--- src/hw/rtl/wsdf_pkg.sv ---
`timescale 1ns / 1ps
// ----------------------------------------------------------------------------
// WebSocket deframer package
// Shared constants and the request record passed from the parser to the
// unmasking stage.
// ----------------------------------------------------------------------------
package wsdf_pkg;

  // Default depth of the queue between the parser and the output stage.
  localparam int unsigned QUEUE_DEPTH_DEF = 4;

  // Protocol codes.
  localparam logic [3:0] OPC_PING   = 4'd9;
  localparam logic [6:0] LEN_CODE16 = 7'd126;
  localparam logic [6:0] LEN_CODE64 = 7'd127;

  // Header sizes by length code, and the extra bytes of a mask key.
  localparam logic [3:0] HSIZE_SHORT = 4'd2;
  localparam logic [3:0] HSIZE_MED   = 4'd4;
  localparam logic [3:0] HSIZE_LONG  = 4'd10;
  localparam logic [3:0] HSIZE_KEY   = 4'd4;

  // Extended length byte counts, and the discarded upper bytes of a 64-bit length.
  localparam logic [3:0] EXT_NEED16 = 4'd2;
  localparam logic [3:0] EXT_NEED64 = 4'd8;
  localparam logic [3:0] EXT_SKIP64 = 4'd4;
  localparam logic [3:0] KEY_BYTES  = 4'd4;

  // One classified byte, ready for unmasking.
  typedef struct packed {
    logic [7:0]  data_byte;
    logic [7:0]  key_byte;
    logic        is_payload;
    logic [3:0]  opcode;
    logic        masked;
    logic [31:0] length;
    logic [3:0]  hsize;
    logic        frame_end;
  } wsdf_req_t;

endpackage

--- src/hw/rtl/wsdf_front.sv ---
`timescale 1ns / 1ps
// ----------------------------------------------------------------------------
// WebSocket deframer front end
// Walks the frame header byte by byte, keeps the length, mask key and
// payload position, and classifies each accepted byte into a request.
// ----------------------------------------------------------------------------
module wsdf_front import wsdf_pkg::*; (
  input  logic       clk,
  input  logic       rst_n,
  input  logic       accept,
  input  logic [7:0] data_byte,
  output wsdf_req_t  req
);

  typedef enum logic [2:0] {
    PH_HDR0 = 3'd0,
    PH_HDR1 = 3'd1,
    PH_EXT  = 3'd2,
    PH_KEY  = 3'd3,
    PH_DATA = 3'd4
  } phase_t;

  phase_t      phase_r, phase_nxt;
  logic [3:0]  cnt_r, cnt_nxt;
  logic [6:0]  code_r, code_nxt;
  logic [31:0] len_r, len_nxt;
  logic [31:0] pos_r, pos_nxt;
  logic [31:0] key_r, key_nxt;
  logic [3:0]  opc_r, opc_nxt;
  logic        mask_r, mask_nxt;

  logic        is_pay;
  logic        fend;
  logic [7:0]  key_byte;
  logic [3:0]  hsize;
  logic [3:0]  cnt_inc;
  logic [31:0] pos_inc;
  logic [3:0]  need;
  logic [31:0] len_ext;

  assign cnt_inc = cnt_r + 4'd1;
  assign pos_inc = pos_r + 32'd1;
  assign need    = (code_r == LEN_CODE16) ? EXT_NEED16 : EXT_NEED64;
  assign len_ext = ((code_r == LEN_CODE16) || (cnt_r >= EXT_SKIP64)) ?
                   {len_r[23:0], data_byte} : len_r;

  // Parser next-state logic for one accepted byte.
  always_comb begin
    phase_nxt = phase_r;
    cnt_nxt   = cnt_r;
    code_nxt  = code_r;
    len_nxt   = len_r;
    pos_nxt   = pos_r;
    key_nxt   = key_r;
    opc_nxt   = opc_r;
    mask_nxt  = mask_r;
    is_pay    = 1'b0;
    fend      = 1'b0;
    key_byte  = 8'd0;
    unique case (phase_r)
      PH_HDR1: begin
        mask_nxt = data_byte[7];
        code_nxt = data_byte[6:0];
        cnt_nxt  = 4'd0;
        if (data_byte[6:0] < LEN_CODE16) begin
          len_nxt = {25'd0, data_byte[6:0]};
          if (data_byte[7]) begin
            phase_nxt = PH_KEY;
          end else if (data_byte[6:0] == 7'd0) begin
            phase_nxt = PH_HDR0;
            fend      = 1'b1;
          end else begin
            pos_nxt   = 32'd0;
            phase_nxt = PH_DATA;
          end
        end else begin
          len_nxt   = 32'd0;
          phase_nxt = PH_EXT;
        end
      end
      PH_EXT: begin
        len_nxt = len_ext;
        cnt_nxt = cnt_inc;
        if (cnt_inc >= need) begin
          cnt_nxt = 4'd0;
          if (mask_r) begin
            phase_nxt = PH_KEY;
          end else if (len_ext == 32'd0) begin
            phase_nxt = PH_HDR0;
            fend      = 1'b1;
          end else begin
            pos_nxt   = 32'd0;
            phase_nxt = PH_DATA;
          end
        end
      end
      PH_KEY: begin
        key_nxt = {key_r[23:0], data_byte};
        cnt_nxt = cnt_inc;
        if (cnt_inc >= KEY_BYTES) begin
          cnt_nxt = 4'd0;
          if (len_r == 32'd0) begin
            phase_nxt = PH_HDR0;
            fend      = 1'b1;
          end else begin
            pos_nxt   = 32'd0;
            phase_nxt = PH_DATA;
          end
        end
      end
      PH_DATA: begin
        is_pay = 1'b1;
        if (mask_r) begin
          case (pos_r[1:0])
            2'd0:    key_byte = key_r[31:24];
            2'd1:    key_byte = key_r[23:16];
            2'd2:    key_byte = key_r[15:8];
            default: key_byte = key_r[7:0];
          endcase
        end
        pos_nxt = pos_inc;
        if (pos_inc >= len_r) begin
          fend      = 1'b1;
          phase_nxt = PH_HDR0;
        end
      end
      default: begin
        opc_nxt   = data_byte[3:0];
        mask_nxt  = 1'b0;
        code_nxt  = 7'd0;
        len_nxt   = 32'd0;
        pos_nxt   = 32'd0;
        key_nxt   = 32'd0;
        cnt_nxt   = 4'd0;
        phase_nxt = PH_HDR1;
      end
    endcase
  end

  // Header size as known after this byte.
  always_comb begin
    if (code_nxt == LEN_CODE16) begin
      hsize = HSIZE_MED;
    end else if (code_nxt == LEN_CODE64) begin
      hsize = HSIZE_LONG;
    end else begin
      hsize = HSIZE_SHORT;
    end
    if (mask_nxt) begin
      hsize = hsize + HSIZE_KEY;
    end
  end

  // Request record for the queue.
  always_comb begin
    req.data_byte  = data_byte;
    req.key_byte   = key_byte;
    req.is_payload = is_pay;
    req.opcode     = opc_nxt;
    req.masked     = mask_nxt;
    req.length     = len_nxt;
    req.hsize      = hsize;
    req.frame_end  = fend;
  end

  // Parser state registers.
  always_ff @(posedge clk) begin
    if (!rst_n) begin
      phase_r <= PH_HDR0;
      cnt_r   <= 4'd0;
      code_r  <= 7'd0;
      len_r   <= 32'd0;
      pos_r   <= 32'd0;
      key_r   <= 32'd0;
      opc_r   <= 4'd0;
      mask_r  <= 1'b0;
    end else if (accept) begin
      phase_r <= phase_nxt;
      cnt_r   <= cnt_nxt;
      code_r  <= code_nxt;
      len_r   <= len_nxt;
      pos_r   <= pos_nxt;
      key_r   <= key_nxt;
      opc_r   <= opc_nxt;
      mask_r  <= mask_nxt;
    end
  end

endmodule

--- src/hw/rtl/wsdf_queue.sv ---
`timescale 1ns / 1ps
// ----------------------------------------------------------------------------
// WebSocket deframer request queue
// Small first-in first-out buffer that decouples the parser from the
// output stage.
// ----------------------------------------------------------------------------
module wsdf_queue import wsdf_pkg::*; #(
  parameter int unsigned DEPTH = QUEUE_DEPTH_DEF
) (
  input  logic      clk,
  input  logic      rst_n,
  input  logic      push,
  input  wsdf_req_t wdata,
  output logic      full,
  input  logic      pop,
  output wsdf_req_t rdata,
  output logic      empty
);

  localparam int unsigned PW = (DEPTH > 1) ? $clog2(DEPTH) : 1;
  localparam int unsigned CW = $clog2(DEPTH + 1);

  wsdf_req_t       mem_r [DEPTH];
  logic [PW-1:0]   wr_ptr_r, rd_ptr_r;
  logic [CW-1:0]   cnt_r;
  logic            do_push, do_pop;

  assign full    = (cnt_r == CW'(DEPTH));
  assign empty   = (cnt_r == '0);
  assign do_push = push && !full;
  assign do_pop  = pop && !empty;
  assign rdata   = mem_r[rd_ptr_r];

  // Entry storage.
  always_ff @(posedge clk) begin
    if (do_push) begin
      mem_r[wr_ptr_r] <= wdata;
    end
  end

  // Pointers and fill count.
  always_ff @(posedge clk) begin
    if (!rst_n) begin
      wr_ptr_r <= '0;
      rd_ptr_r <= '0;
      cnt_r    <= '0;
    end else begin
      if (do_push) begin
        wr_ptr_r <= (wr_ptr_r == PW'(DEPTH - 1)) ? '0 : wr_ptr_r + PW'(1);
      end
      if (do_pop) begin
        rd_ptr_r <= (rd_ptr_r == PW'(DEPTH - 1)) ? '0 : rd_ptr_r + PW'(1);
      end
      if (do_push && !do_pop) begin
        cnt_r <= cnt_r + CW'(1);
      end else if (do_pop && !do_push) begin
        cnt_r <= cnt_r - CW'(1);
      end
    end
  end

endmodule

--- src/hw/rtl/wsdf_back.sv ---
`timescale 1ns / 1ps
// ----------------------------------------------------------------------------
// WebSocket deframer back end
// Takes requests from the queue, unmasks payload bytes, flags ping frames
// and holds the result in an output register until it is popped.
// ----------------------------------------------------------------------------
module wsdf_back import wsdf_pkg::*; (
  input  logic        clk,
  input  logic        rst_n,
  input  logic        q_empty,
  input  wsdf_req_t   q_rdata,
  output logic        q_pop,
  output logic        out_empty,
  input  logic        out_pop,
  output logic [7:0]  out_byte,
  output logic        out_is_payload,
  output logic [3:0]  out_frame_opcode,
  output logic        out_is_ping,
  output logic        out_was_masked,
  output logic [31:0] out_frame_length,
  output logic [3:0]  out_header_size,
  output logic        out_frame_end
);

  logic        valid_r;
  logic [7:0]  byte_r;
  logic        pay_r;
  logic [3:0]  opc_r;
  logic        ping_r;
  logic        mask_r;
  logic [31:0] len_r;
  logic [3:0]  hsize_r;
  logic        end_r;
  logic        load;

  // Refill the output register when it is free or being popped.
  assign load  = !q_empty && (!valid_r || out_pop);
  assign q_pop = load;

  always_ff @(posedge clk) begin
    if (!rst_n) begin
      valid_r <= 1'b0;
    end else if (load) begin
      valid_r <= 1'b1;
    end else if (out_pop) begin
      valid_r <= 1'b0;
    end
  end

  // Unmask and register the result fields.
  always_ff @(posedge clk) begin
    if (load) begin
      byte_r  <= q_rdata.data_byte ^ q_rdata.key_byte;
      pay_r   <= q_rdata.is_payload;
      opc_r   <= q_rdata.opcode;
      ping_r  <= (q_rdata.opcode == OPC_PING);
      mask_r  <= q_rdata.masked;
      len_r   <= q_rdata.length;
      hsize_r <= q_rdata.hsize;
      end_r   <= q_rdata.frame_end;
    end
  end

  assign out_empty        = !valid_r;
  assign out_byte         = byte_r;
  assign out_is_payload   = pay_r;
  assign out_frame_opcode = opc_r;
  assign out_is_ping      = ping_r;
  assign out_was_masked   = mask_r;
  assign out_frame_length = len_r;
  assign out_header_size  = hsize_r;
  assign out_frame_end    = end_r;

endmodule

--- src/hw/rtl/websocket_frame_deframer.sv ---
`timescale 1ns / 1ps
// ----------------------------------------------------------------------------
// WebSocket frame deframer
// Parses a byte stream of WebSocket frames and unmasks the payload.
// ----------------------------------------------------------------------------
// Accepts one byte per clock while in_full is low and returns one result per
// byte, in order. A byte is parsed in the cycle it is pushed; its result
// passes through the request queue and then the output register before it
// reaches the out_ ports. Throughput is one byte per clock while in_full is
// low, set by the combinational header parser and the 32-bit payload
// position compare. in_full rises only when QUEUE_DEPTH + 1 results (a full
// queue behind the output register) are held back by a stalled consumer.
// Only the low 32 bits of a 64-bit length are kept, and opcodes are
// reported but not checked.
module websocket_frame_deframer import wsdf_pkg::*; #(
  parameter int unsigned QUEUE_DEPTH = QUEUE_DEPTH_DEF
) (
  input  logic        clk,
  input  logic        rst_n,
  input  logic        in_push,
  output logic        in_full,
  input  logic [7:0]  in_data_byte,
  output logic        out_empty,
  input  logic        out_pop,
  output logic [7:0]  out_byte,
  output logic        out_is_payload,
  output logic [3:0]  out_frame_opcode,
  output logic        out_is_ping,
  output logic        out_was_masked,
  output logic [31:0] out_frame_length,
  output logic [3:0]  out_header_size,
  output logic        out_frame_end
);

  wsdf_req_t front_req;
  wsdf_req_t q_rdata;
  logic      q_full, q_empty, q_pop;
  logic      accept;

  // A request is accepted whenever the queue has room.
  assign in_full = q_full;
  assign accept  = in_push && !q_full;

  wsdf_front u_front (
    .clk       (clk),
    .rst_n     (rst_n),
    .accept    (accept),
    .data_byte (in_data_byte),
    .req       (front_req)
  );

  wsdf_queue #(
    .DEPTH (QUEUE_DEPTH)
  ) u_queue (
    .clk   (clk),
    .rst_n (rst_n),
    .push  (accept),
    .wdata (front_req),
    .full  (q_full),
    .pop   (q_pop),
    .rdata (q_rdata),
    .empty (q_empty)
  );

  wsdf_back u_back (
    .clk              (clk),
    .rst_n            (rst_n),
    .q_empty          (q_empty),
    .q_rdata          (q_rdata),
    .q_pop            (q_pop),
    .out_empty        (out_empty),
    .out_pop          (out_pop),
    .out_byte         (out_byte),
    .out_is_payload   (out_is_payload),
    .out_frame_opcode (out_frame_opcode),
    .out_is_ping      (out_is_ping),
    .out_was_masked   (out_was_masked),
    .out_frame_length (out_frame_length),
    .out_header_size  (out_header_size),
    .out_frame_end    (out_frame_end)
  );

endmodule

--- config.mk ---
export PLATFORM = sky130hd
export DESIGN_NAME = websocket_frame_deframer
export DESIGN_NICKNAME = d
export VERILOG_FILES = /design/src/hw/rtl/wsdf_pkg.sv /design/src/hw/rtl/wsdf_front.sv /design/src/hw/rtl/wsdf_queue.sv /design/src/hw/rtl/wsdf_back.sv /design/src/hw/rtl/websocket_frame_deframer.sv
export SDC_FILE = /design/constraint.sdc
export NUM_CORES = 1
export LEC_CHECK = 0
export BUFFER_PORTS_ARGS = -buffer_cell sky130_fd_sc_hd__buf_2
export CORE_MARGIN = 1
export CORE_UTILIZATION = 45
export CTS_CLUSTER_DIAMETER = 120
export CTS_CLUSTER_SIZE = 8
export DETAILED_ROUTE_END_ITERATION = 7
export HOLD_SLACK_MARGIN = 0.15
export REMOVE_ABC_BUFFERS = 1
export SYNTH_ARGS = -nofsm -noshare
export SYNTH_HDL_FRONTEND = slang
export SYNTH_HIERARCHICAL = 1
export SYNTH_SLANG_ARGS = --single-unit
--- constraint.sdc ---
create_clock -name clk -period 5.1 [get_ports clk]
set_clock_uncertainty 0.15 [all_clocks]
set_input_delay 0.51 -clock clk [delete_from_list [all_inputs] [get_ports clk]]
set_output_delay 0.51 -clock clk [all_outputs]
set_load 0.01 [all_outputs]
==> results of run 1 <==
## sequential cells by signal (all words and copies together), names as in the netlist, 4 cells and up, named ones only
register and count:
u_front/key_r 32, u_back/out_byte 8, u_queue/mem_r 236, u_back/out_frame_length 32, u_front/opc_r 4, u_back/out_header_size 4, u_front/len_r 32, u_front/cnt_r 4
u_back/out_frame_opcode 4, u_front/pos_r 32, u_front/code_r 7
## routing by layer
layer,GRT usage [%],vias to the layer above
met4,5.453,0
met1,26.83,5358
met5,0,-
met2,29.40,257
li1,-,5094
met3,2.711,63
## layout make-up
| cell class | instances | area (µm²) | share of cell area [%] |
|---|---|---|---|
| tap | 518 | 648.1 | 3.218 |
| clock inverter | 3 | 43.79 | 0.2175 |
| sequential | 413 | 11160 | 55.40 |
| clock buffer | 97 | 1598 | 7.934 |
| timing repair buffer | 85 | 528.0 | 2.622 |
| multi-input combinational | 763 | 5981 | 29.70 |
| inverter | 49 | 183.9 | 0.9133 |
## Yosys cell counts (7+ instances only)
cell type	count	area, µm²
a222oi_1	8	80.08
and2_1	7	43.79
nor4_1	12	75.07
edfxtp_1	288	8648
mux2i_1	21	210.2
inv_1	46	172.7
and3_1	7	43.79
o21ba_2	25	250.2
buf_4	17	127.6
a22oi_1	16	120.1
mux4_2	59	1329
o211ai_1	8	60.06
a22o_1	32	280.3
xor2_1	14	122.6
nand4_1	14	87.58
nand2_1	103	386.6
dfxtp_1	125	2502
a21oi_1	76	380.4
xnor2_1	27	236.5
and4_1	8	70.07
ha_1	46	575.6
buf_2	8	40.04
nor2_1	65	244.0
nand3_1	56	280.3
clkbuf_1	56	210.2
nor3_1	18	90.09
o21ai_0	49	245.2
## metrics by stage
stage	power (mW)	setup WS, ns	cell area, µm²	hold WS, ns	util (%)
after floorplan	5.947	0.2368	17300	0.2813	-
after global placement	6.610	1.035	18490	0.2890	47.72
after detailed placement	6.642	0.9698	18490	0.2950	47.72
after CTS	10.12	0.9373	20140	0.1548	51.99
after global routing	10.44	0.5382	20140	0.1653	51.99
final	9.997	0.9312	20140	0.1752	51.99
## power groups by stage
stage	clock, mW	combinational, mW	sequential (mW)
2_1_floorplan	0	1.16	4.79
3_3_place_gp	0	1.95	4.66
3_5_place_dp	0	1.96	4.68
4_1_cts	3.52	1.97	4.62
5_1_grt	3.66	2.11	4.67
6_report	3.45	1.94	4.61
## worst min path at each step
| stage | startpoint | end | slack, ns | cells past startpoint |
|---|---|---|---|---|
| finish | in_data_byte[5] | u_queue/mem_r[2][56]$_DFFE_PP_ | 0.18 | 1 |
| global route | in_data_byte[5] | u_queue/mem_r[2][56]$_DFFE_PP_ | 0.17 | 1 |
| CTS | in_data_byte[5] | u_queue/mem_r[2][56]$_DFFE_PP_ | 0.15 | 1 |
| detailed placement | u_front/key_r[30]$_SDFFE_PN0P_ | u_front/key_r[30]$_SDFFE_PN0P_ | 0.30 | 2 |
| global placement | u_front/key_r[30]$_SDFFE_PN0P_ | u_front/key_r[30]$_SDFFE_PN0P_ | 0.29 | 2 |
| floorplan | u_front/key_r[31]$_SDFFE_PN0P_ | u_front/key_r[31]$_SDFFE_PN0P_ | 0.28 | 2 |
## cell families (layout without fill, tap and decap cells)
| family | count (synthesis) | count (layout) | synth area share (%) |
|---|---|---|---|
| flip-flops | 413 | 413 | 62.83 |
| buffers and inverters | 137 | 234 | 3.582 |
| AND/OR/NAND/NOR | 330 | 330 | 9.208 |
| AO/OA/AOI/OAI | 260 | 260 | 10.05 |
| multiplexers | 84 | 84 | 8.925 |
| adder cells (fa/ha/maj) | 47 | 47 | 3.356 |
| other | 1 | 1 | 0.02113 |
| XOR/XNOR | 41 | 41 | 2.023 |
## repair_timing
action | 4_1_cts | 5_1_grt
buffers inserted | 0 | 0
hold buffers | 1 | 0
endpoints found under the hold margin | 1 | 0
==> metrics.cfg, run 1 <==
[power]
vdd_drop_max_mv=0.2707
swShare_pct=27.25
p_comb_share_pct=19.4
p_seq_share_pct=46.1
pwr-share-clk_pct=34.5
leakagePower_nw=6.806
intPower_mw=7.273
p_sw_mw=2.725
power_density_mw_per_mm2=496.4

[routing]
via_per_inst=5.587
wl_per_cell_um=19.37
met2WireLength_mm=17.15
routed-wl-met3_mm=1.799
maxUsedRoutingLayer=met4
wl_mm=37.35
drtIter0Drc=935
wl_met1_mm=17.67
firstDrtPassIters=6
vias=10770
ant_nets=0
drc_errors=0

[synth]
synth_cell_types=78
synthArstFlopShare_pct=0
dominantRegCellSynth=edfxtp_1
synth_edf_count=288
syn_avg_cell_area_um2=13.52
syn_inst=1313
yosys_warnings=6
ys_ff_latch=413
ys_seq_area_share_pct=62.83
synthesis.area_mm2=0.01775

[timing]
finalCritPeriodShare_pct=81.74
setup_violations=0
tightest_slew_ns=1.173
final_hold_viol_count=0
fin_crit_ns=4.169
slew_viol_final=0
slew_headroom_pct=21.60
rsz0062_at_grt=false
fin_tns_setup_ns=0
fmax_mhz=239.9

[place]
io_buffers=65
placedCellCount=1827
place_congestion=0.8101
dp_hpwl_mm=22.33

[grt]
grt_first_pass_wirelength_mm=59.36
overflow=0
grt_max_degree=74
grt_usage_pct=18.63
antenna_found_initial=0
grt_pass1_vias=10590

[critical_path]
path_delay_family=simple AND/OR/NAND/NOR gates
crit_end=u_front/phase_r[0]$_SDFFE_PN0P_
r2r-start=u_front/pos_r[0]$_SDFFE_PN0P_
startpoint_type=register
cp_slowest_cell=or4_4
crit_path_start=u_front/pos_r[0]$_SDFFE_PN0P_
critPathMaxFanout=10
rr_worst_depth=12
rr_endpoint=u_front/phase_r[0]$_SDFFE_PN0P_
crit_chain=nand3_1 -> or3_1 -> or4_4 -> o21a_1 -> or2_1 -> ha_1 -> nand4_1 -> nor4_1 -> nand3_1 -> a31oi_1 -> nor3_1 -> a2111oi_0
max_stage_delay_ns=0.62
critical_path_class=register to register
critical_path_arrival_ns=4.49
crit_buf_inv=0
cp-end-kind=register
cp.required_ns=5.42
path_common_cell=nand3_1
path_depth=12
r2r_setup_slack_ns=0.93

[floorplanning]
fp.dieH_um=200.6
core_area_mm2=0.03874
start_util_pct=45.81
rows=72
fp.dieW_um=200.6
ios=66
die-area_mm2=0.04024

[min_path]
hold_path_class=primary input to register

[run_status]
status=finished, final reports clean

[clock_tree]
clock-sinks=413
clkSlewWorstSetupHoldPaths_ns=0.05
cts-root-buf=clkbuf_16
cts_tree=built
cts_inserted_buffers=57
cts_max_level=2
cts_buffer_depth=3
cts_resized=0
clock_latency_ns=0.58

[cells_and_area]
fillers=3253
post_layout_nonfiller_instances=1928
synthToLayoutAreaGrowth_pct=13.47
drive_above_1_share_pct=18.51
mostFrequentLayoutCell=edfxtp_1
diodes=0
final_nets=1428
mostFrequentLayoutCells=edfxtp_1, dfxtp_1, nand2_1, a21oi_1, buf_2

[flow_run]
cap_violations=0

No activity file was read; power rests on OpenSTA's default activity.
==> inputs of run 2 (changes only) <==
Clock period 5.1 ns to 4.2 ns, I/O delays scaled along.
==> run 2 against run 1 <==
  * First-iteration DRC count is 0.86% higher
  * Critical path type unchanged
  * Final area is 0.91% higher
  * Die area stayed put
  * Power is 21% higher
  * Register-to-register slack worse by 0.63 ns
  * Critical endpoint is now u_queue/mem_r[2][0]$_DFFE_PP_
  * Maximum frequency is 6.9% higher
==> metrics.cfg, run 2 (synthesized netlist as in run 1, its figures left out) <==
[timing]
slew_viol_final=0  ; unchanged
fin_ws_ns=0.3010  ; was 0.9312 ns
setup_violations=0  ; unchanged
fmax_mhz=256.5  ; was 239.9 MHz
fin_tns_setup_ns=0  ; unchanged
slew_headroom_pct=19.72  ; was 21.60%
finalCritPeriodShare_pct=92.83  ; was 81.74%
timing.hold.ws_ns=0.3061  ; was 0.1752 ns
tightest_slew_ns=1.201  ; was 1.173 ns
fin_crit_ns=3.899  ; was 4.169 ns
rsz0062_at_grt=false  ; unchanged
final_hold_viol_count=0  ; unchanged

[cells_and_area]
mostFrequentLayoutCell=edfxtp_1  ; unchanged
drive_above_1_share_pct=19.26  ; was 18.51%
fin_area_mm2=0.02032  ; was 0.02014 mm²
largest_reg_flops=236  ; unchanged
largest-register=u_queue/mem_r  ; unchanged
post_layout_nonfiller_instances=1946  ; was 1928
mostFrequentLayoutCells=edfxtp_1, dfxtp_1, nand2_1, a21oi_1, buf_2  ; unchanged
diodes=0  ; unchanged
post-route-util_pct=52.46  ; was 51.99%
final_nets=1447  ; was 1428
synthToLayoutAreaGrowth_pct=14.51  ; was 13.47%

[floorplanning]
core_area_mm2=0.03874  ; unchanged
fp.dieH_um=200.6  ; unchanged
ios=66  ; unchanged
rows=72  ; unchanged
start_util_pct=45.81  ; unchanged
fp.dieW_um=200.6  ; unchanged
die-area_mm2=0.04024  ; unchanged

[min_path]
hold_path_class=register to register  ; was primary input to register
min-delay-start=u_front/key_r[31]$_SDFFE_PN0P_  ; was in_data_byte[5]

[grt]
grt_max_degree=74  ; unchanged
grt_pass1_vias=10650  ; was 10590
grt_first_pass_wirelength_mm=59.93  ; was 59.36 mm
overflow=0  ; unchanged
grt_usage_pct=18.86  ; was 18.63%
antenna_found_initial=0  ; unchanged

[clock_tree]
clkSlewWorstSetupHoldPaths_ns=0.05  ; about the same
clock-sinks=413  ; unchanged
cts_max_level=2  ; unchanged
cts_buffer_depth=3  ; unchanged
cts-root-buf=clkbuf_16  ; unchanged
clock_latency_ns=0.59  ; was 0.58 ns
cts_inserted_buffers=57  ; unchanged
cts_tree=built  ; unchanged

[critical_path]
critical_path_arrival_ns=4.03  ; was 4.49 ns
crit_path_start=u_front/pos_r[2]$_SDFFE_PN0P_  ; was u_front/pos_r[0]$_SDFFE_PN0P_
cp_slowest_cell=or4_4  ; unchanged
max_stage_delay_ns=0.60  ; was 0.62 ns
cp.required_ns=4.33  ; was 5.42 ns
crit_buf_inv=0  ; unchanged
crit_chain=nand4_2 -> or3_1 -> or4_4 -> o21a_1 -> or2_1 -> ha_1 -> nand4_1 -> nor2_1 -> a221oi_1 -> o211ai_1 -> o21ai_0 -> nand3_1  ; was nand3_1 -> or3_1 -> or4_4 -> o21a_1 -> or2_1 -> ha_1 -> nand4_1 -> nor4_1 -> nand3_1 -> a31oi_1 -> nor3_1 -> a2111oi_0
r2r-start=u_front/pos_r[2]$_SDFFE_PN0P_  ; was u_front/pos_r[0]$_SDFFE_PN0P_
path_delay_family=simple AND/OR/NAND/NOR gates  ; unchanged
critPathMaxFanout=7  ; was 10
cp-end-kind=register  ; unchanged
startpoint_type=register  ; unchanged
critical_path_class=register to register  ; unchanged
r2r_setup_slack_ns=0.30  ; was 0.93 ns

[run_status]
status=finished, final reports clean  ; unchanged

[place]
dp_hpwl_mm=23.44  ; was 22.33 mm
place_worst_setup_slack_ns=0.1650  ; was 0.9698 ns
io_buffers=65  ; unchanged
placedCellCount=1836  ; was 1827
place_congestion=0.8081  ; was 0.8101
dpl_cell_area_mm2=0.01857  ; was 0.01849 mm²

[power]
power_density_mw_per_mm2=596.9  ; was 496.4 mW/mm²
total_power_mw=12.13  ; was 9.997 mW
vdd_drop_max_mv=0.3218  ; was 0.2707 mV
leakagePower_nw=6.897  ; was 6.806 nW

[routing]
wl_mm=37.73  ; was 37.35 mm
drc_errors=0  ; unchanged
vias=10900  ; was 10770
via_per_inst=5.602  ; was 5.587
wl_per_cell_um=19.39  ; was 19.37 µm
firstDrtPassIters=6  ; unchanged
ant_nets=0  ; unchanged
drtIter0Drc=943  ; was 935

[flow_run]
cap_violations=0  ; unchanged

[run 2: final cells by class]
cell class	instances	area (µm²)
Clock buffer	95	1569
Clock inverter	4	63.81
Fill cell	3256	18420
Inverter	49	183.9
Multi-Input combinational cell	763	5993
Sequential cell	413	11160
Tap cell	518	648.1
Timing Repair Buffer	104	705.7
[run 2: layer usage]
layer | routed length (µm) | global-route usage, % | vias up
li1 | - | - | 5132
met1 | 17650 | 27.31 | 5406
met2 | 17510 | 29.24 | 291
met3 | 1759 | 2.808 | 72
met4 | 810 | 6.161 | 0
met5 | 0 | 0 | -
[run 2: path summary, 6_finish.rpt]
check	to	cells after the start
hold reg to reg	u_front/key_r[31]$_SDFFE_PN0P_	2
hold / removal	u_front/key_r[31]$_SDFFE_PN0P_	2
setup / recovery	u_queue/mem_r[2][0]$_DFFE_PP_	12
setup reg to reg	u_queue/mem_r[2][0]$_DFFE_PP_	12
[run 2: worst register-to-register path, delay by kind of cell, from the launching register on]
family | cells | cell delay (ns)
AOI/OAI and AO/OA | 4 | 0.88
DFF | 1 | 0.44
adders and majority gates | 1 | 0.30
and+or+nand+nor | 7 | 1.83
[run 2: where the power goes]
group	internal (mW)	leakage (nW)	switching, mW
clock network	2.52	0.777	1.63
registers	5.24	3.68	0.329
logic	1.07	2.44	1.34
total	8.83	6.90	3.30
[run 2: what timing repair did]
action / in CTS / in global routing
hold buffers: 10 / 0
gates resized for setup: 0 / 5
setup endpoints to repair: 0 / 7
buffers inserted: 0 / 1
endpoints found under the hold margin: 54 / 0
